$ cat src/design/glyph_quad_text_layout_assert.svh
// ----------------------------------------------------------------------------
// glyph quad text layout assertion macros
// concurrent checks that vanish when SYNTHESIS is defined
// ----------------------------------------------------------------------------
`ifndef GLYPH_QUAD_TEXT_LAYOUT_ASSERT_SVH
`define GLYPH_QUAD_TEXT_LAYOUT_ASSERT_SVH

`ifndef SYNTHESIS

// property that must hold at every clock edge out of reset
`define GQTL_ASSERT(label, clk, rstn, prop) \
    label: assert property (@(posedge clk) disable iff (!rstn) (prop)) \
        else $error("gqtl assertion failed");

// consequence that must hold in the cycle after the antecedent
`define GQTL_ASSERT_NEXT(label, clk, rstn, ante, cons) \
    label: assert property (@(posedge clk) disable iff (!rstn) (ante) |=> (cons)) \
        else $error("gqtl assertion failed");

`else

`define GQTL_ASSERT(label, clk, rstn, prop)
`define GQTL_ASSERT_NEXT(label, clk, rstn, ante, cons)

`endif

`endif

$ cat src/design/gqtl_pkg.sv
// ----------------------------------------------------------------------------
// gqtl_pkg
// shared types, codes and saturation helpers of the glyph quad text layout
// ----------------------------------------------------------------------------
`default_nettype none

package gqtl_pkg;

    // function codes carried on s_tuser
    localparam logic [1:0] FUNC_LOAD   = 2'd0;
    localparam logic [1:0] FUNC_GLYPH  = 2'd1;
    localparam logic [1:0] FUNC_SETPEN = 2'd2;
    localparam logic [1:0] FUNC_REPORT = 2'd3;

    // character codes
    localparam logic [6:0] CODE_NEWLINE = 7'd10;
    localparam logic [6:0] CODE_FIRST   = 7'd32;

    // configuration register indexes
    localparam int         CFG_IDX_W      = 3;
    localparam logic [2:0] REG_LINE_STEP  = 3'd0;
    localparam logic [2:0] REG_SCALE_X    = 3'd1;
    localparam logic [2:0] REG_SCALE_Y    = 3'd2;
    localparam logic [2:0] REG_WRAP_LIMIT = 3'd3;
    localparam logic [2:0] REG_INV_W      = 3'd4;
    localparam logic [2:0] REG_INV_H      = 3'd5;

    localparam logic signed [31:0] S32_MAX = 32'sh7FFF_FFFF;
    localparam logic signed [31:0] S32_MIN = 32'sh8000_0000;
    localparam logic [24:0]        TEX_MAX = 25'h1FF_FFFF;

    // stream widths
    localparam int S_DATA_W = 184;
    localparam int S_USER_W = 2;
    localparam int M_DATA_W = 120;

    // command queue between front and back
    localparam int QUEUE_DEPTH = 4;
    localparam int QPTR_W      = $clog2(QUEUE_DEPTH);
    localparam int QCNT_W      = QPTR_W + 1;

    // six vertices per quad
    localparam logic [2:0] VERT_LAST = 3'd5;

    typedef enum logic [1:0] {
        CMD_SETPEN,
        CMD_REPORT,
        CMD_NEWLINE,
        CMD_GLYPH
    } cmd_kind_t;

    typedef enum logic [2:0] {
        B_IDLE,
        B_MUL,
        B_WRAP,
        B_EDGE,
        B_POS
    } back_state_t;

    typedef struct packed {
        logic        [15:0] col;
        logic signed [15:0] bt;
        logic signed [15:0] bl;
        logic        [14:0] bh;
        logic        [14:0] bw;
        logic signed [15:0] ay;
        logic signed [15:0] ax;
    } glyph_t;

    typedef struct packed {
        cmd_kind_t          kind;
        glyph_t             glyph;
        logic signed [31:0] start_y;
        logic signed [31:0] start_x;
    } cmd_t;

    typedef struct packed {
        logic               single;
        logic        [24:0] v1;
        logic        [24:0] u1;
        logic        [24:0] u0;
        logic signed [31:0] y1;
        logic signed [31:0] y0;
        logic signed [31:0] x1;
        logic signed [31:0] x0;
    } quad_t;

    typedef struct packed {
        logic        [2:0]  pad;
        logic signed [31:0] start_y;
        logic signed [31:0] start_x;
        logic        [15:0] atlas_column;
        logic signed [15:0] bearing_top;
        logic signed [15:0] bearing_left;
        logic        [14:0] box_height;
        logic        [14:0] box_width;
        logic signed [15:0] advance_y;
        logic signed [15:0] advance_x;
        logic        [6:0]  code;
    } in_data_t;

    typedef struct packed {
        logic        [5:0]  pad;
        logic        [24:0] tex_v;
        logic        [24:0] tex_u;
        logic signed [31:0] vert_y;
        logic signed [31:0] vert_x;
    } out_data_t;

    // clamp a wide signed value to the 32 bit range
    function automatic logic signed [31:0] sat32(input logic signed [42:0] v);
        if (&v[42:31] || ~|v[42:31]) begin
            return $signed(v[31:0]);
        end
        return v[42] ? S32_MIN : S32_MAX;
    endfunction

    // clamp a texture coordinate to 25 bits
    function automatic logic [24:0] sat_tex(input logic [41:0] v);
        if (|v[41:25]) begin
            return TEX_MAX;
        end
        return v[24:0];
    endfunction

endpackage

`default_nettype wire

$ cat src/design/gqtl_queue.sv
// ----------------------------------------------------------------------------
// gqtl_queue
// short command queue between the front and the back
// ----------------------------------------------------------------------------
`default_nettype none

`include "glyph_quad_text_layout_assert.svh"

module gqtl_queue (
    input  wire             aclk,
    input  wire             aresetn,
    input  wire             in_valid,
    output logic            in_ready,
    input  gqtl_pkg::cmd_t  in_cmd,
    output logic            out_valid,
    input  wire             out_ready,
    output gqtl_pkg::cmd_t  out_cmd
);

    gqtl_pkg::cmd_t                slot_mem [gqtl_pkg::QUEUE_DEPTH];
    logic [gqtl_pkg::QPTR_W-1:0]   wr_ptr_reg;
    logic [gqtl_pkg::QPTR_W-1:0]   rd_ptr_reg;
    logic [gqtl_pkg::QCNT_W-1:0]   count_reg;
    logic                          push;
    logic                          pop;

    assign in_ready  = count_reg != gqtl_pkg::QCNT_W'(gqtl_pkg::QUEUE_DEPTH);
    assign out_valid = count_reg != '0;
    assign out_cmd   = slot_mem[rd_ptr_reg];
    assign push      = in_valid && in_ready;
    assign pop       = out_valid && out_ready;

    always_ff @(posedge aclk) begin
        if (push) begin
            slot_mem[wr_ptr_reg] <= in_cmd;
        end
    end

    always_ff @(posedge aclk) begin
        if (!aresetn) begin
            wr_ptr_reg <= '0;
            rd_ptr_reg <= '0;
            count_reg  <= '0;
        end else begin
            if (push) begin
                wr_ptr_reg <= wr_ptr_reg + 1'b1;
            end
            if (pop) begin
                rd_ptr_reg <= rd_ptr_reg + 1'b1;
            end
            unique case ({push, pop})
                2'b10:   count_reg <= count_reg + 1'b1;
                2'b01:   count_reg <= count_reg - 1'b1;
                default: count_reg <= count_reg;
            endcase
        end
    end

    `GQTL_ASSERT(a_queue_count, aclk, aresetn, count_reg <= gqtl_pkg::QCNT_W'(gqtl_pkg::QUEUE_DEPTH))

endmodule

`default_nettype wire

$ cat config.mk
export PLATFORM = sky130hd
export DESIGN_NAME = gqtl_queue
export DESIGN_NICKNAME = d
export VERILOG_FILES = /design/src/design/gqtl_pkg.sv /design/src/design/gqtl_queue.sv
export VERILOG_INCLUDE_DIRS = /design/src /design/src/design
export SDC_FILE = /design/constraint.sdc
export NUM_CORES = 1
export LEC_CHECK = 0
export ABC_AREA = 0
export BUFFER_PORTS_ARGS = -buffer_cell sky130_fd_sc_hd__buf_2
export CAP_MARGIN = 20
export CORE_ASPECT_RATIO = 1.1
export CORE_MARGIN = 1
export CORE_UTILIZATION = 51
export DETAILED_ROUTE_END_ITERATION = 6
export PLACE_DENSITY = 0.85
export SETUP_SLACK_MARGIN = 0.5
export SYNTH_ARGS = -nofsm -noshare
export SYNTH_HDL_FRONTEND = slang
export SYNTH_SLANG_ARGS = --single-unit
$ cat constraint.sdc
create_clock -name aclk -period 5.54 [get_ports aclk]
set_clock_uncertainty 0.1 [all_clocks]
set_input_delay 0.831 -clock aclk [delete_from_list [all_inputs] [get_ports aclk]]
set_output_delay 0.831 -clock aclk [all_outputs]
set_load 0.02 [all_outputs]
==> summary.md <==
| Metric | Value |
|---|---|
| I/O Pins | 358 |
| Largest net degree at the start of global routing | 112 |
| Root Buffer | clkbuf_16 |
| Final GP Congestion | 0.737 |
| Chip height | 238 um |
| Sw Ratio | 0.283 |
| Clock tree from TritonCTS | yes |
| Pwr/cell area | 489 nW/um^2 |
| Endpoints failing setup | 0 |
| Final Hold Fails | 0 |
| Worst Setup Start Kind | flip-flop |
| Syn_area_per_cell | 26.6 sq um |
| Clock power frac | 0.312 |
| Multi-input gate area | 4250 sq um |
| Die ar. | 51700 sq um |
| 1st-iter DRT viols | 883 |
| Register area share after synthesis | 0.824 |
| HP Class | in2reg |
| Setup CP Type | reg2out |
| Clk sinks | 713 |
| First-pass detailed-route iteration total | 4 |
| Final WL | 51500 um |
| Max_cap viols | 0 |
| Fillers | 3372 |
| Cell-internal power | 10800 uW |
| H-tree levels | 3 |
| CP Max Fanout | 57 |
| Clk slew on worst S/H paths | 0.07 ns |
| Mapped Area | 25900 sq um |
| Synth cell types | 22 |
| Cell count after synthesis | 972 |
| Total grt overflow | 0 |
| Synthesized net count | 1158 |
| DP HPWL | 30000 um |
| Final count of pins violating max slew | 0 |
| Comb power frac | 0.240 |
| Max clock buf depth | 3 |
| Port bufs | 357 |
| Register Area | 21300 sq um |
| # DRC | 0 |
| Die width | 217 um |
| Number of nets in the layout | 1559 |
| Rel. slew slack | 0.353 |
| Power Total | 15000 uW |
| Switch Pwr | 4260 uW |
| Status | complete, no violations |
| Vias in the first global route | 12300 |
| Total GRT Usage | 0.199 |
| Post-cts resize count | 0 |
| CORE AREA | 50100 sq um |
| Wire per inst | 24.6 um |
| Number of routed nets with antenna violations | 0 |
| RSZ-0062 raised after global routing | no |
| Setup bufs post-CTS | 0 |
| P_leak | 0.0102 uW |
| CP arrival | 2.89 ns |
| Sequential power share | 0.448 |
| Setup ws final | 1.72 ns |
| Seq cells post-synth | 713 |
| Slew of the pin with the lowest slew margin | 0.971 ns |
| Share of cells above drive strength 1 | 0.455 |
| Starting Density | 0.516 |
| Max reg flops | 704 |
| Period utilisation layout | 0.690 |
| Setup_tns | 0 ns |
| Total CTS buffers | 70 |
| Vias/cell | 5.63 |
| Worst skew pair latency | 0.59 ns |
| Area grow syn2layout | 18.8% |
| Setup WS pre-CTS | 2.33 ns |
| Top achievable clock speed | 262 MHz |
| Initial antenna violation count | 16 |
| Hold-fix buffers, CTS | 0 |
| DR vias | 11800 |
| Crit path capture type | output pin |
| Post-route minimum period | 3.82 ns |
| Yosys warns | 0 |
| CP required | 4.61 ns |
| First-pass GRT wire length | 75600 um |
| Max VDD drop | 0.360 mV |
| Placement Rows | 86 |
## metal layers
layer  up-vias  part of all wire  GRT usage
li1       5026                 -          -
met3        90             0.078     0.0566
met1      6199              0.38      0.253
met4        16             0.028     0.0903
met5         -            0.0020          0
met2       464              0.52      0.320
## synth_stat cells (all sizes together)
| cell type | instances | area, sq um |
|---|---|---|
| a21boi | 2 | 15.0 |
| nor2 | 1 | 3.75 |
| nor2b | 2 | 12.5 |
| and2 | 7 | 43.8 |
| dfxtp | 9 | 180 |
| nand2 | 6 | 22.5 |
| edfxtp | 704 | 21100 |
| o311ai | 1 | 8.76 |
| buf | 36 | 287 |
| o31a | 1 | 8.76 |
| inv | 6 | 22.5 |
| ha | 5 | 62.6 |
| clkbuf | 5 | 18.8 |
| or3 | 2 | 12.5 |
| mux4 | 176 | 3960 |
| o21ai | 2 | 10.0 |
| fa | 1 | 20.0 |
| xnor2 | 3 | 26.3 |
| xor2 | 1 | 8.76 |
| mux2i | 2 | 20.0 |
## power groups by stage
stage               clock, uW  combinational [uW]  sequential (uW)
global placement            0                3620             6810
floorplan                   0                2650             6720
CTS                      4790                3680             6750
finish                   4700                3600             6740
detailed placement          0                3650             6860
global route             4980                3810             6790
## per-stage QoR
stage                util  hold WS [ns]  std cells  cell area, sq um
global route        0.613         0.320       2092             30700
detailed placement  0.567         0.391       1961             28400
finish              0.613         0.338       2095             30700
global placement    0.567         0.377       1961             28400
CTS                 0.613         0.303       2086             30700
floorplan               -         0.368        972             25900
## cell families (layout without fill, tap and decap cells)
logic type      after synthesis  after routing  synth area share
flops                       713            713             0.824
mux                         178            178             0.154
buf+inv                      47            501            0.0127
simple gates                 18             18           0.00367
fa+ha+maj                     6              6           0.00319
compound gates                6              6           0.00164
xor+xnor                      4              4           0.00135
other cells                   0              9                 0
## placed cells by master, fill, tap and decap left out, types with 2 or more instances in the layout
master,count
bufinv_16,8
or3_1,2
dfxtp_1,7
nor2b_1,2
nand2_1,6
buf_12,11
clkbuf_1,13
clkinv_4,3
and2_4,4
edfxtp_1,704
ha_1,5
xnor2_1,3
dfxtp_4,2
clkinv_1,15
inv_1,6
clkinv_2,7
diode_2,9
clkbuf_16,72
mux2i_1,2
and2_1,3
inv_6,4
buf_4,2
buf_2,357
o21ai_0,2
mux4_2,176
## critical path: stages (launching register included)
cell     delay, ns
dfxtp_4       0.91
buf_4         0.65
mux4_2        0.45
buf_2         0.19
## area by class of cell
class | count | share of cell area
Clock buffer | 85 | 0.0602
Inverter | 6 | 0.000732
Timing Repair Buffer | 370 | 0.0658
Clock inverter | 40 | 0.0139
Antenna cell | 9 | 0.000732
Sequential cell | 713 | 0.694
Tap cell | 660 | 0.0269
Multi-Input combinational cell | 212 | 0.138
## final timing paths
kind / from / to / slack [ns] / cells past startpoint
worst max-delay path: flip-flop / out_cmd[93] / 1.72 / 3
worst max register to register: count_reg[0] / slot_mem[1][52] / 2.75 / 4
worst min register to register: wr_ptr_reg[1] / wr_ptr_reg[1] / 0.40 / 2
worst min-delay path: in_cmd[99] / slot_mem[1][99] / 0.34 / 1
(Power assumes the default switching activity.)
