$ cat src/design/glyph_quad_text_layout_assert.svh
// ----------------------------------------------------------------------------
// glyph quad text layout assertion macros
// concurrent checks that vanish when SYNTHESIS is defined
// ----------------------------------------------------------------------------
`ifndef GLYPH_QUAD_TEXT_LAYOUT_ASSERT_SVH
`define GLYPH_QUAD_TEXT_LAYOUT_ASSERT_SVH

`ifndef SYNTHESIS

// property that must hold at every clock edge out of reset
`define GQTL_ASSERT(label, clk, rstn, prop) \
    label: assert property (@(posedge clk) disable iff (!rstn) (prop)) \
        else $error("gqtl assertion failed");

// consequence that must hold in the cycle after the antecedent
`define GQTL_ASSERT_NEXT(label, clk, rstn, ante, cons) \
    label: assert property (@(posedge clk) disable iff (!rstn) (ante) |=> (cons)) \
        else $error("gqtl assertion failed");

`else

`define GQTL_ASSERT(label, clk, rstn, prop)
`define GQTL_ASSERT_NEXT(label, clk, rstn, ante, cons)

`endif

`endif

$ cat src/design/gqtl_pkg.sv
// ----------------------------------------------------------------------------
// gqtl_pkg
// shared types, codes and saturation helpers of the glyph quad text layout
// ----------------------------------------------------------------------------
`default_nettype none

package gqtl_pkg;

    // function codes carried on s_tuser
    localparam logic [1:0] FUNC_LOAD   = 2'd0;
    localparam logic [1:0] FUNC_GLYPH  = 2'd1;
    localparam logic [1:0] FUNC_SETPEN = 2'd2;
    localparam logic [1:0] FUNC_REPORT = 2'd3;

    // character codes
    localparam logic [6:0] CODE_NEWLINE = 7'd10;
    localparam logic [6:0] CODE_FIRST   = 7'd32;

    // configuration register indexes
    localparam int         CFG_IDX_W      = 3;
    localparam logic [2:0] REG_LINE_STEP  = 3'd0;
    localparam logic [2:0] REG_SCALE_X    = 3'd1;
    localparam logic [2:0] REG_SCALE_Y    = 3'd2;
    localparam logic [2:0] REG_WRAP_LIMIT = 3'd3;
    localparam logic [2:0] REG_INV_W      = 3'd4;
    localparam logic [2:0] REG_INV_H      = 3'd5;

    localparam logic signed [31:0] S32_MAX = 32'sh7FFF_FFFF;
    localparam logic signed [31:0] S32_MIN = 32'sh8000_0000;
    localparam logic [24:0]        TEX_MAX = 25'h1FF_FFFF;

    // stream widths
    localparam int S_DATA_W = 184;
    localparam int S_USER_W = 2;
    localparam int M_DATA_W = 120;

    // command queue between front and back
    localparam int QUEUE_DEPTH = 4;
    localparam int QPTR_W      = $clog2(QUEUE_DEPTH);
    localparam int QCNT_W      = QPTR_W + 1;

    // six vertices per quad
    localparam logic [2:0] VERT_LAST = 3'd5;

    typedef enum logic [1:0] {
        CMD_SETPEN,
        CMD_REPORT,
        CMD_NEWLINE,
        CMD_GLYPH
    } cmd_kind_t;

    typedef enum logic [2:0] {
        B_IDLE,
        B_MUL,
        B_WRAP,
        B_EDGE,
        B_POS
    } back_state_t;

    typedef struct packed {
        logic        [15:0] col;
        logic signed [15:0] bt;
        logic signed [15:0] bl;
        logic        [14:0] bh;
        logic        [14:0] bw;
        logic signed [15:0] ay;
        logic signed [15:0] ax;
    } glyph_t;

    typedef struct packed {
        cmd_kind_t          kind;
        glyph_t             glyph;
        logic signed [31:0] start_y;
        logic signed [31:0] start_x;
    } cmd_t;

    typedef struct packed {
        logic               single;
        logic        [24:0] v1;
        logic        [24:0] u1;
        logic        [24:0] u0;
        logic signed [31:0] y1;
        logic signed [31:0] y0;
        logic signed [31:0] x1;
        logic signed [31:0] x0;
    } quad_t;

    typedef struct packed {
        logic        [2:0]  pad;
        logic signed [31:0] start_y;
        logic signed [31:0] start_x;
        logic        [15:0] atlas_column;
        logic signed [15:0] bearing_top;
        logic signed [15:0] bearing_left;
        logic        [14:0] box_height;
        logic        [14:0] box_width;
        logic signed [15:0] advance_y;
        logic signed [15:0] advance_x;
        logic        [6:0]  code;
    } in_data_t;

    typedef struct packed {
        logic        [5:0]  pad;
        logic        [24:0] tex_v;
        logic        [24:0] tex_u;
        logic signed [31:0] vert_y;
        logic signed [31:0] vert_x;
    } out_data_t;

    // clamp a wide signed value to the 32 bit range
    function automatic logic signed [31:0] sat32(input logic signed [42:0] v);
        if (&v[42:31] || ~|v[42:31]) begin
            return $signed(v[31:0]);
        end
        return v[42] ? S32_MIN : S32_MAX;
    endfunction

    // clamp a texture coordinate to 25 bits
    function automatic logic [24:0] sat_tex(input logic [41:0] v);
        if (|v[41:25]) begin
            return TEX_MAX;
        end
        return v[24:0];
    endfunction

endpackage

`default_nettype wire

$ cat src/design/gqtl_emit.sv
// ----------------------------------------------------------------------------
// gqtl_emit
// quad buffer and vertex serializer driving the result stream
// ----------------------------------------------------------------------------
`default_nettype none

`include "glyph_quad_text_layout_assert.svh"

module gqtl_emit (
    input  wire                           aclk,
    input  wire                           aresetn,
    input  wire                           quad_valid,
    output logic                          quad_ready,
    input  gqtl_pkg::quad_t               quad,
    output logic                          m_tvalid,
    input  wire                           m_tready,
    output logic [gqtl_pkg::M_DATA_W-1:0] m_tdata,
    output logic                          m_tlast
);

    // vertex order x0y0 x1y0 x0y1 x1y0 x0y1 x1y1
    localparam logic [5:0] X1_MASK = 6'b101010;
    localparam logic [5:0] Y1_MASK = 6'b110100;

    logic              pend_valid_reg;
    gqtl_pkg::quad_t   pend_reg;
    logic              rec_valid_reg;
    gqtl_pkg::quad_t   rec_reg;
    logic [2:0]        cnt_reg;

    logic              fire;
    logic              rec_free;
    logic              move;
    logic              take;
    logic              use_x1;
    logic              use_y1;
    gqtl_pkg::out_data_t dout;

    assign use_x1 = X1_MASK[cnt_reg];
    assign use_y1 = Y1_MASK[cnt_reg];

    always_comb begin
        dout        = '0;
        dout.vert_x = use_x1 ? rec_reg.x1 : rec_reg.x0;
        dout.vert_y = use_y1 ? rec_reg.y1 : rec_reg.y0;
        dout.tex_u  = use_x1 ? rec_reg.u1 : rec_reg.u0;
        dout.tex_v  = use_y1 ? rec_reg.v1 : '0;
    end

    assign m_tdata  = dout;
    assign m_tvalid = rec_valid_reg;
    assign m_tlast  = rec_reg.single || (cnt_reg == gqtl_pkg::VERT_LAST);

    assign fire       = m_tvalid && m_tready;
    assign rec_free   = !rec_valid_reg || (fire && m_tlast);
    assign move       = pend_valid_reg && rec_free;
    assign quad_ready = !pend_valid_reg;
    assign take       = quad_valid && quad_ready;

    always_ff @(posedge aclk) begin
        if (!aresetn) begin
            pend_valid_reg <= 1'b0;
            rec_valid_reg  <= 1'b0;
            cnt_reg        <= '0;
        end else begin
            if (move) begin
                pend_valid_reg <= 1'b0;
            end else if (take) begin
                pend_valid_reg <= 1'b1;
            end
            if (rec_free) begin
                rec_valid_reg <= move;
                cnt_reg       <= '0;
            end else if (fire) begin
                cnt_reg <= cnt_reg + 1'b1;
            end
        end
    end

    always_ff @(posedge aclk) begin
        if (take) begin
            pend_reg <= quad;
        end
        if (move) begin
            rec_reg <= pend_reg;
        end
    end

    `GQTL_ASSERT(a_emit_cnt_range, aclk, aresetn, !rec_valid_reg || cnt_reg <= gqtl_pkg::VERT_LAST)
    `GQTL_ASSERT(a_emit_single_first, aclk, aresetn, !rec_valid_reg || !rec_reg.single || cnt_reg == '0)
    `GQTL_ASSERT_NEXT(a_emit_pend_hold, aclk, aresetn, pend_valid_reg && !rec_free, pend_valid_reg && $stable(pend_reg))

endmodule

`default_nettype wire

$ cat config.mk
export PLATFORM = sky130hd
export DESIGN_NAME = gqtl_emit
export DESIGN_NICKNAME = d
export VERILOG_FILES = /design/src/design/gqtl_pkg.sv /design/src/design/gqtl_emit.sv
export VERILOG_INCLUDE_DIRS = /design/src /design/src/design
export SDC_FILE = /design/constraint.sdc
export NUM_CORES = 1
export LEC_CHECK = 0
export BUFFER_PORTS_ARGS = -buffer_cell sky130_fd_sc_hd__clkbuf_2
export CAP_MARGIN = 20
export CELL_PAD_IN_SITES_DETAIL_PLACEMENT = 0
export CELL_PAD_IN_SITES_GLOBAL_PLACEMENT = 1
export CORE_MARGIN = 8
export CORE_UTILIZATION = 30
export CTS_BUF_LIST = sky130_fd_sc_hd__clkbuf_16
export DETAILED_ROUTE_END_ITERATION = 10
export PLACE_DENSITY = 0.61
export SYNTH_ARGS = -nofsm -noshare
export SYNTH_HDL_FRONTEND = slang
export SYNTH_SLANG_ARGS = --single-unit
$ cat constraint.sdc
create_clock -name aclk -period 17.7 [get_ports aclk]
set_input_delay 0.885 -clock aclk [delete_from_list [all_inputs] [get_ports aclk]]
set_output_delay 0.885 -clock aclk [all_outputs]
set_load 0.005 [all_outputs]
==> results of run 1 <==
## cell families after synthesis
family | count (synthesis)
and+or+nand+nor | 35
xor gates and xnor gates | 2
buffers and inverters | 22
AOI/OAI and AO/OA | 8
DFF | 415
muxes | 89
adders and majority gates | 2
other | 1
## layer usage
metal	track usage, %	wire [µm]
met5	0	0
met2	16.5	13600
met4	3.86	823
met3	3.60	2080
met1	12.1	11300
## worst register-to-register path: stages, from the launching register on
cell	delay (ps)
dfxtp_1	410
ha_1	230
a21oi_4	80
o21ai_0	200
and2_4	680
buf_4	830
## final cells by class
class                   count  share of cell area (%)
diodes                      3                  0.0425
clock buffers              45                    6.37
clock inverters            36                    1.22
inverters                   4                  0.0849
multi-input cells         142                    8.40
flip-flops and latches    415                    70.1
well taps                 607                    4.30
repair buffers            331                    9.47
## cell usage after synthesis
cell type,number
edfxtp_1,408
mux2_2,54
mux2_4,35
and2_1,26
buf_4,7
dfxtp_1,7
buf_6,5
buf_2,4
inv_1,4
nor2_1,3
clkbuf_2,2
ha_1,2
nand3_1,2
o21ai_0,2
xor2_1,2
a21boi_0,1
a21oi_1,1
a21oi_4,1
a311oi_1,1
a31oi_1,1
conb_1,1
nand2_1,1
nand3b_1,1
nand4b_1,1
nor2b_1,1
o211ai_2,1
## where the power goes
part           switching, mW  internal (mW)  leakage (nW)  total (mW)
logic                 0.0441         0.0329          1.99      0.0771
registers             0.0119           1.15          3.91        1.16
clock network          0.355          0.489         0.712       0.845
## per-stage QoR
stage                     total power, mW  utilization [%]
after floorplan                      1.22                -
after global placement               1.25             35.2
after detailed placement             1.26             35.2
after CTS                            2.12             38.1
after global routing                 2.16             38.1
final                                2.08             38.1
## final timing paths
check,cells past startpoint,to,from,slack [ps]
hold reg to reg,0,rec_reg[141]$_DFFE_PP_,pend_reg[141]$_DFFE_PP_,410
hold / removal,0,rec_reg[141]$_DFFE_PP_,pend_reg[141]$_DFFE_PP_,410
setup reg to reg,5,rec_reg[131]$_DFFE_PP_,cnt_reg[0]$_SDFFE_PP0P_,14780
setup / recovery,3,m_tdata[1],use_x1$_DFF_P_,14500
==> qor.yml, run 1 <==
outcome:
  status: "completed"
placed_design:
  numPortBuffers: 324
  dp_hpwl_um: 19200
  dp_slack_ps: 14290
  placed_cells: 1499
  gp_congestion: 0.722
  post_dp_cell_area_mm2: 0.0163
drt:
  wl_per_cell_um: 17.6
  vias: 6462
  post_drt_via_cell_ratio: 4.08
  ant_nets: 0
  drt_iter0_drc: 285
  drc: 0
  dr.pass1.iters: 4
  finalWirelength_um: 27800
setup_path:
  cp_max_fo: 41
  crit_path_end_kind: "output port"
  startpoint_type: "flop"
  crit_chain: "buf_4 > mux2_2 > clkbuf_2"
  path_buf_inv: 2
  max_stage_delay_ps: 640
  crit_arrival_ps: 2310
  crit_family: "buffers and inverters"
  path_class: "flop to output port"
  cpMaxStageDelayCell: "buf_4"
  worstPathRequired_ps: 16820
timing:
  max_freq_ghz: 0.313
  maxSlewHeadroom_pct: 31.8
  hold_viol: 0
  finalSetupTns_ps: 0
  final_max_slew_viol_count: 0
  worst_pin_slew_ps: 1020
  whs_ps: 412
  skew_ps: 12.3
  fin_crit_ps: 3200
  fin_crit_sh_pct: 18.1
  setup_ws_ps: 14500
  rsz0062_at_grt: "no"
  setup_viol: 0
synthesis:
  synth_xor_area_share_pct: 0.125
  synth_compound_area_share_pct: 0.474
  syn_area_mm2: 0.0140
  synth_top_area_cell: "edfxtp_1"
  synthSimpleGateAreaFrac_pct: 1.50
  synth-adder-area-share_pct: 0.179
  yosys_warnings: 0
  synth.area.top_cells: "edfxtp_1, mux2_2, mux2_4, and2_1, dfxtp_1"
  synth_top_family_by_area: "multiplexers"
  netlist.area_leader.share_pct: 87.5
  yosysUniqueCellTypes: 26
  synthCells: 574
  yosysSeqAreaShare_pct: 88.5
  synth_mux_area_share_pct: 8.10
  ys_ff_latch: 415
  avgSynthCellArea_um2: 24.4
clock_tree:
  cts_buffer_depth: 3
  h-tree-depth: 2
  insertion_delay_ps: 550
  path_clk_slew_ps: 60
  cts.sinks: 415
  cts-root-buf: "clkbuf_16"
  cts_setup_buffers: 0
  cts_buffers: 44
  ctsHoldBuffers: 0
  cts_resized: 0
  cts_tree: "built"
global_route:
  antenna_found_initial: 3
  track_usage_pct: 10.1
  grt_pass1_wl_um: 41200
  grt_pass1_vias: 6992
  grt_max_degree: 78
  overflow: 0
flow_run:
  cap_violations: 0
die:
  rows: 79
  ios: 331
  die_area_mm2: 0.0538
  core_mm2: 0.0464
  fp.dieW_um: 232
  die_h_um: 232
  initial_utilization_pct: 30.2
final_layout:
  area_growth_pct: 26.3
  register_area_mm2: 0.0124
  layout_common_cells: "edfxtp_1, clkbuf_2, mux2_2"
  postLayoutCellArea_mm2: 0.0177
  nets: 1148
  multi_input_area_mm2: 0.00149
  fill_cells: 4251
  layout_commonest_cell: "edfxtp_1"
  drive_above_1_share_pct: 49.5
  final_cells: 1583
hold_path:
  hold_class: "flop to flop"
power:
  ir_drop_mv: 0.0838
  power_density_mw_per_mm2: 118
  p_leak_nw: 6.61
Power figures use the tool's default switching activity.
==> inputs of run 2 (changes only) <==
==> constraint.sdc (replaced) <==
create_clock -name aclk -period 3.3 [get_ports aclk]
set_input_delay 0.165 -clock aclk [delete_from_list [all_inputs] [get_ports aclk]]
set_output_delay 0.165 -clock aclk [all_outputs]
set_load 0.005 [all_outputs]
==> run 2 against run 1 <==
Against the previous run: utilization grew 5.0 points; highest routed layer unchanged; critical path depth is the same; clock skew shrank 1.4 ps; largest power group unchanged; hold slack lost 80 ps; critical endpoint is now m_tdata[40]; global-route usage grew 0.76 points.
==> qor.yml, run 2 (synthesis gave the netlist of run 1 again) <==
outcome:
  status: "completed"  # unchanged
setup_path:
  crit_cells: 3  # unchanged
  crit_family: "buffers and inverters"  # unchanged
  path_class: "flop to output port"  # unchanged
  startpoint_type: "flop"  # unchanged
  path_buf_inv: 2  # unchanged
  crit_arrival_ps: 2090  # was 2310 ps
  cpMaxStageDelayCell: "buf_4"  # unchanged
  crit_chain: "buf_4 > mux2_2 > clkbuf_2"  # unchanged
  r2r_cells: 5  # unchanged
  max_stage_delay_ps: 540  # was 640 ps
  cp_max_fo: 48  # was 41
  worstPathRequired_ps: 3130  # was 16820 ps
  crit_path_end_kind: "output port"  # unchanged
final_layout:
  area_growth_pct: 42.8  # was 26.3%
  postLayoutCellArea_mm2: 0.0200  # was 0.0177 mm²
  layout_commonest_cell: "edfxtp_1"  # unchanged
  nets: 1364  # was 1148
  drive_above_1_share_pct: 41.7  # was 49.5%
  layout_common_cells: "edfxtp_1, clkbuf_2, dlygate4sd3_1"  # was edfxtp_1, clkbuf_2, mux2_2
drt:
  drc: 0  # unchanged
  vias: 7229  # was 6462
  ant_nets: 0  # unchanged
  post_drt_via_cell_ratio: 4.03  # was 4.08
  drt_iter0_drc: 270  # was 285
  finalWirelength_um: 29800  # was 27800 µm
  wl_per_cell_um: 16.6  # was 17.6 µm
  dr.pass1.iters: 6  # was 4
hold_path:
  hold_class: "input pin to flop"  # was flop to flop
  worstHoldPathCells: 2  # was 0
clock_tree:
  path_clk_slew_ps: 60  # about the same
  h-tree-depth: 2  # unchanged
  cts-root-buf: "clkbuf_16"  # unchanged
  cts_buffer_depth: 3  # unchanged
  cts_tree: "built"  # unchanged
  cts_buffers: 43  # was 44
  cts_resized: 0  # unchanged
  insertion_delay_ps: 550  # about the same
  cts.sinks: 415  # unchanged
power:
  ir_drop_mv: 0.427  # was 0.0838 mV
  power_mw: 11.5  # was 2.08 mW
  p_int_mw: 9.28  # was 1.67 mW
  power_density_mw_per_mm2: 577  # was 118 mW/mm²
  p_comb_share_pct: 5.7  # was 3.7%
  seqPwrFrac_pct: 53.8  # was 55.7%
  switching_power_mw: 2.25  # was 0.411 mW
  p_leak_nw: 7.55  # was 6.61 nW
  clock_power_share_pct: 40.5  # was 40.6%
  switching_share_pct: 19.5  # was 19.8%
die:
  fp.dieW_um: 232  # unchanged
  die_h_um: 232  # unchanged
  die_area_mm2: 0.0538  # unchanged
  initial_utilization_pct: 30.2  # unchanged
  core_mm2: 0.0464  # unchanged
  ios: 331  # unchanged
  rows: 79  # unchanged
timing:
  skew_ps: 10.9  # was 12.3 ps
  fin_crit_sh_pct: 68.2
  worst_pin_slew_ps: 905  # was 1020 ps
  hold_viol: 0  # unchanged
  maxSlewHeadroom_pct: 39.6  # was 31.8%
  final_max_slew_viol_count: 0  # unchanged
  max_freq_ghz: 0.444
  rsz0062_at_grt: "no"  # unchanged
  whs_ps: 332  # was 412 ps
  fin_crit_ps: 2250
  setup_viol: 0  # unchanged
global_route:
  grt_max_degree: 56  # was 78
  grt_pass1_wl_um: 44900  # was 41200 µm
  grt_pass1_vias: 8035  # was 6992
  track_usage_pct: 10.8  # was 10.1%
  antenna_found_initial: 2  # was 3
  overflow: 0  # unchanged
placed_design:
  post_dp_cell_area_mm2: 0.0165  # was 0.0163 mm²
  gp_congestion: 0.709  # was 0.722
  numPortBuffers: 324  # unchanged
  dp_hpwl_um: 19500  # was 19200 µm
flow_run:
  cap_violations: 0  # unchanged
## run 2: cell types whose count changed in the layout (fill, tap and decap cells not counted), moves of 2 or more
cell           before  now
buf_4               7    5
clkinv_2            4    7
bufinv_16           2    4
clkinvlp_4          1    3
inv_1              19   12
buf_12              0   10
diode_2             3    1
dlygate4sd3_1       0  209
inv_6               4    0
## run 2: final cells by class
| class | count | area, µm² |
|---|---|---|
| Timing Repair Buffer | 548 | 3950 |
| Fill cell | 4026 | 26400 |
| Inverter | 4 | 15.0 |
| Multi-Input combinational cell | 142 | 1490 |
| Tap cell | 607 | 759 |
| Antenna cell | 1 | 2.50 |
| Clock inverter | 34 | 258 |
| Clock buffer | 45 | 1130 |
| Sequential cell | 415 | 12400 |
## run 2: power groups by stage
stage,sequential [mW],clock (mW),combinational [mW]
after floorplan,6.31,0,0.177
after global placement,6.30,0,0.459
after detailed placement,6.31,0,0.466
after CTS,6.20,4.85,0.673
after global routing,6.22,5.02,0.720
final,6.20,4.67,0.659
## run 2: per-layer routing
metal / vias up / track usage, % / share of wire (%)
met5: - / 0 / 0
met4: 0 / 4.72 / 3.5
met3: 65 / 3.80 / 7.3
met2: 242 / 19.0 / 52
met1: 3499 / 11.7 / 37
li1: 3423 / - / -
## run 2: worst paths after layout
check / startpoint / endpoint / slack (ps)
setup / recovery: use_y1$_SDFF_PP1_ / m_tdata[40] / 1050
hold / removal: quad[70] / pend_reg[70]$_DFFE_PP_ / 330
setup reg to reg: cnt_reg[0]$_SDFFE_PP0P_ / rec_reg[31]$_DFFE_PP_ / 1060
hold reg to reg: pend_reg[11]$_DFFE_PP_ / rec_reg[11]$_DFFE_PP_ / 410
## run 2: stage by stage
stage	util [%]	std cells	setup WS, ps	setup TNS (ps)
finish	43.1	1796	1050	0
detailed placement	35.6	1507	1040	0
global placement	35.6	1507	1090	0
CTS	43.1	1795	952	0
global route	43.1	1796	877	0
floorplan	-	579	-462	-94330
## run 2: what timing repair did
action / in CTS / in global routing
hold endpoints to repair: 210 / 0
hold buffers: 209 / 0
buffers inserted: 0 / 0
## run 2: worst register-to-register path: stages, from the launching register on
cell and delay (ps):
dfxtp_1 410, ha_1 230, a21oi_4 80, o21ai_0 200
and2_4 570, buf_12 370
==> inputs of run 3 (changes only) <==
==> constraint.sdc (replaced) <==
create_clock -name aclk -period 2.35 [get_ports aclk]
set_input_delay 0.1175 -clock aclk [delete_from_list [all_inputs] [get_ports aclk]]
set_output_delay 0.1175 -clock aclk [all_outputs]
set_load 0.005 [all_outputs]
==> run 3 against run 2 <==
Against the previous run: sequential share of layout area up 0.57 points; largest power group unchanged; non-clock buffer count decreased by 4; total power is 36% higher; sequential power rose by 41%; highest routed layer unchanged.
==> qor.yml, run 3 (synthesis gave the netlist of run 1 again) <==
outcome:
  status: "completed"  # unchanged
clock_tree:
  insertion_delay_ps: 540  # was 550 ps
  path_clk_slew_ps: 60  # about the same
  cts_tree: "built"  # unchanged
  cts_buffers: 43  # unchanged
  cts_resized: 0  # unchanged
  ctsHoldBuffers: 209  # unchanged
  cts.sinks: 415  # unchanged
  cts-root-buf: "clkbuf_16"  # unchanged
  cts_setup_buffers: 0  # unchanged
  cts_buffer_depth: 3  # unchanged
  h-tree-depth: 2  # unchanged
timing:
  skew_ps: 21.0  # was 10.9 ps
  hold_viol: 0  # unchanged
  fin_crit_ps: 2030
  finalSetupTns_ps: 0  # unchanged
  rsz0062_at_grt: "no"  # unchanged
  maxSlewHeadroom_pct: 54.1  # was 39.6%
  fin_crit_sh_pct: 86.3
  worst_pin_slew_ps: 689  # was 905 ps
  max_freq_ghz: 0.493
  setup_viol: 0  # unchanged
  final_max_slew_viol_count: 0  # unchanged
final_layout:
  final_core_util_pct: 42.8  # was 43.1%
  layout_commonest_cell: "edfxtp_1"  # unchanged
  nets: 1360  # was 1364
  layout_common_cells: "edfxtp_1, clkbuf_2, dlygate4sd3_1"  # unchanged
  drive_above_1_share_pct: 41.5  # was 41.7%
  final_cells: 1790  # was 1796
  area_growth_pct: 41.6  # was 42.8%
hold_path:
  hold_class: "input pin to flop"  # unchanged
  whs_endpoint: "pend_reg[118]$_DFFE_PP_"  # was pend_reg[70]$_DFFE_PP_
  worstHoldPathCells: 2  # unchanged
  hold_start: "quad[118]"  # was quad[70]
die:
  die_area_mm2: 0.0538  # unchanged
  ios: 331  # unchanged
  fp.dieW_um: 232  # unchanged
  rows: 79  # unchanged
  initial_utilization_pct: 30.2  # unchanged
  die_h_um: 232  # unchanged
  core_mm2: 0.0464  # unchanged
drt:
  finalWirelength_um: 29700  # was 29800 µm
  vias: 7171  # was 7229
  dr.pass1.iters: 4  # was 6
  drt_iter0_drc: 467  # was 270
  drc: 0  # unchanged
  wl_per_cell_um: 16.6  # about the same
  post_drt_via_cell_ratio: 4.01  # was 4.03
  ant_nets: 0  # unchanged
placed_design:
  placed_cells: 1503  # was 1507
  numPortBuffers: 324  # unchanged
  gp_congestion: 0.724  # was 0.709
  dp_hpwl_um: 19300  # was 19500 µm
flow_run:
  cap_violations: 0  # unchanged
setup_path:
  startpoint_type: "flop"  # unchanged
  max_stage_delay_ps: 580  # was 540 ps
  r2r_start: "cnt_reg[0]$_SDFFE_PP0P_"  # unchanged
  crit_path_end_kind: "output port"  # unchanged
  worstReg2RegEnd: "rec_reg[192]$_DFFE_PP_"  # was rec_reg[31]$_DFFE_PP_
  r2r_slack_ps: 500  # was 1060 ps
  cpMaxStageDelayCell: "dfxtp_4"  # was buf_4
  path_class: "flop to output port"  # unchanged
  r2r_cells: 5  # unchanged
  crit_arrival_ps: 1910  # was 2090 ps
  worstPathRequired_ps: 2230  # was 3130 ps
  crit_chain: "buf_12 > mux2_4 > clkbuf_2"  # was buf_4 > mux2_2 > clkbuf_2
  cp_max_fo: 29  # was 48
global_route:
  antenna_found_initial: 1  # was 2
  grt_pass1_vias: 7932  # was 8035
  overflow: 0  # unchanged
  grt_pass1_wl_um: 44400  # was 44900 µm
  grt_max_degree: 109  # was 56
  track_usage_pct: 10.7  # was 10.8%
power:
  p_leak_nw: 7.47  # was 7.55 nW
  power_density_mw_per_mm2: 792  # was 577 mW/mm²
  ir_drop_mv: 0.484  # was 0.427 mV
-- run 3: cell types whose count changed in the layout (fill, tap and decap cells not counted), sizes merged --
cell / before / now
clkinv: 19 / 21
clkbuf: 369 / 367
inv: 12 / 14
buf: 15 / 11
bufinv: 4 / 1
clkinvlp: 3 / 2
-- run 3: worst max-delay path by stage --
stage | from | endpoint | depth (start not counted)
after floorplan | pend_valid_reg$_SDFFE_PP0P_ | pend_reg[0]$_DFFE_PP_ | 1
after global placement | cnt_reg[1]$_SDFFE_PP0P_ | rec_reg[150]$_DFFE_PP_ | 6
after detailed placement | cnt_reg[1]$_SDFFE_PP0P_ | rec_reg[175]$_DFFE_PP_ | 6
after CTS | use_x1$_DFF_P_ | m_tdata[29] | 3
after global routing | use_x1$_DFF_P_ | m_tdata[26] | 3
final | use_x1$_DFF_P_ | m_tdata[29] | 3
-- run 3: per-stage QoR --
stage | hold WS [ps] | power [mW] | setup slack, ps | cell area, µm²
after floorplan | 216 | 9.11 | -1410 | 14000
after global routing | 248 | 16.3 | 198 | 19800
after detailed placement | 296 | 9.50 | 520 | 16500
after CTS | 230 | 15.9 | 234 | 19800
final | 281 | 15.7 | 322 | 19800
after global placement | 295 | 9.47 | 509 | 16500
-- run 3: cell type report --
class	instances	area, µm²
Fill cell	4050	26500
Inverter	4	15.0
Timing Repair Buffer	544	3880
Multi-Input combinational cell	142	1500
Sequential cell	415	12400
Clock inverter	34	184
Clock buffer	43	1080
Antenna cell	1	2.50
Tap cell	607	759
-- run 3: power breakdown --
part	internal (mW)	total (mW)	switching, mW
clock network	3.43	6.08	2.65
registers	8.62	8.72	0.0958
logic	0.495	0.894	0.399
total	12.5	15.7	3.15
-- run 3: metal layers --
layer / vias up / share of wire [%] / track usage (%)
met5: - / 0 / 0
met4: 0 / 2.1 / 3.70
met3: 43 / 7.5 / 3.41
met2: 227 / 50 / 18.2
met1: 3488 / 40 / 12.5
li1: 3413 / - / -
-- run 3: critical path, delay by kind of cell (launching register included) --
family,cells,cell delay (ps)
DFF,1,580
buffers and inverters,2,420
muxes,1,330
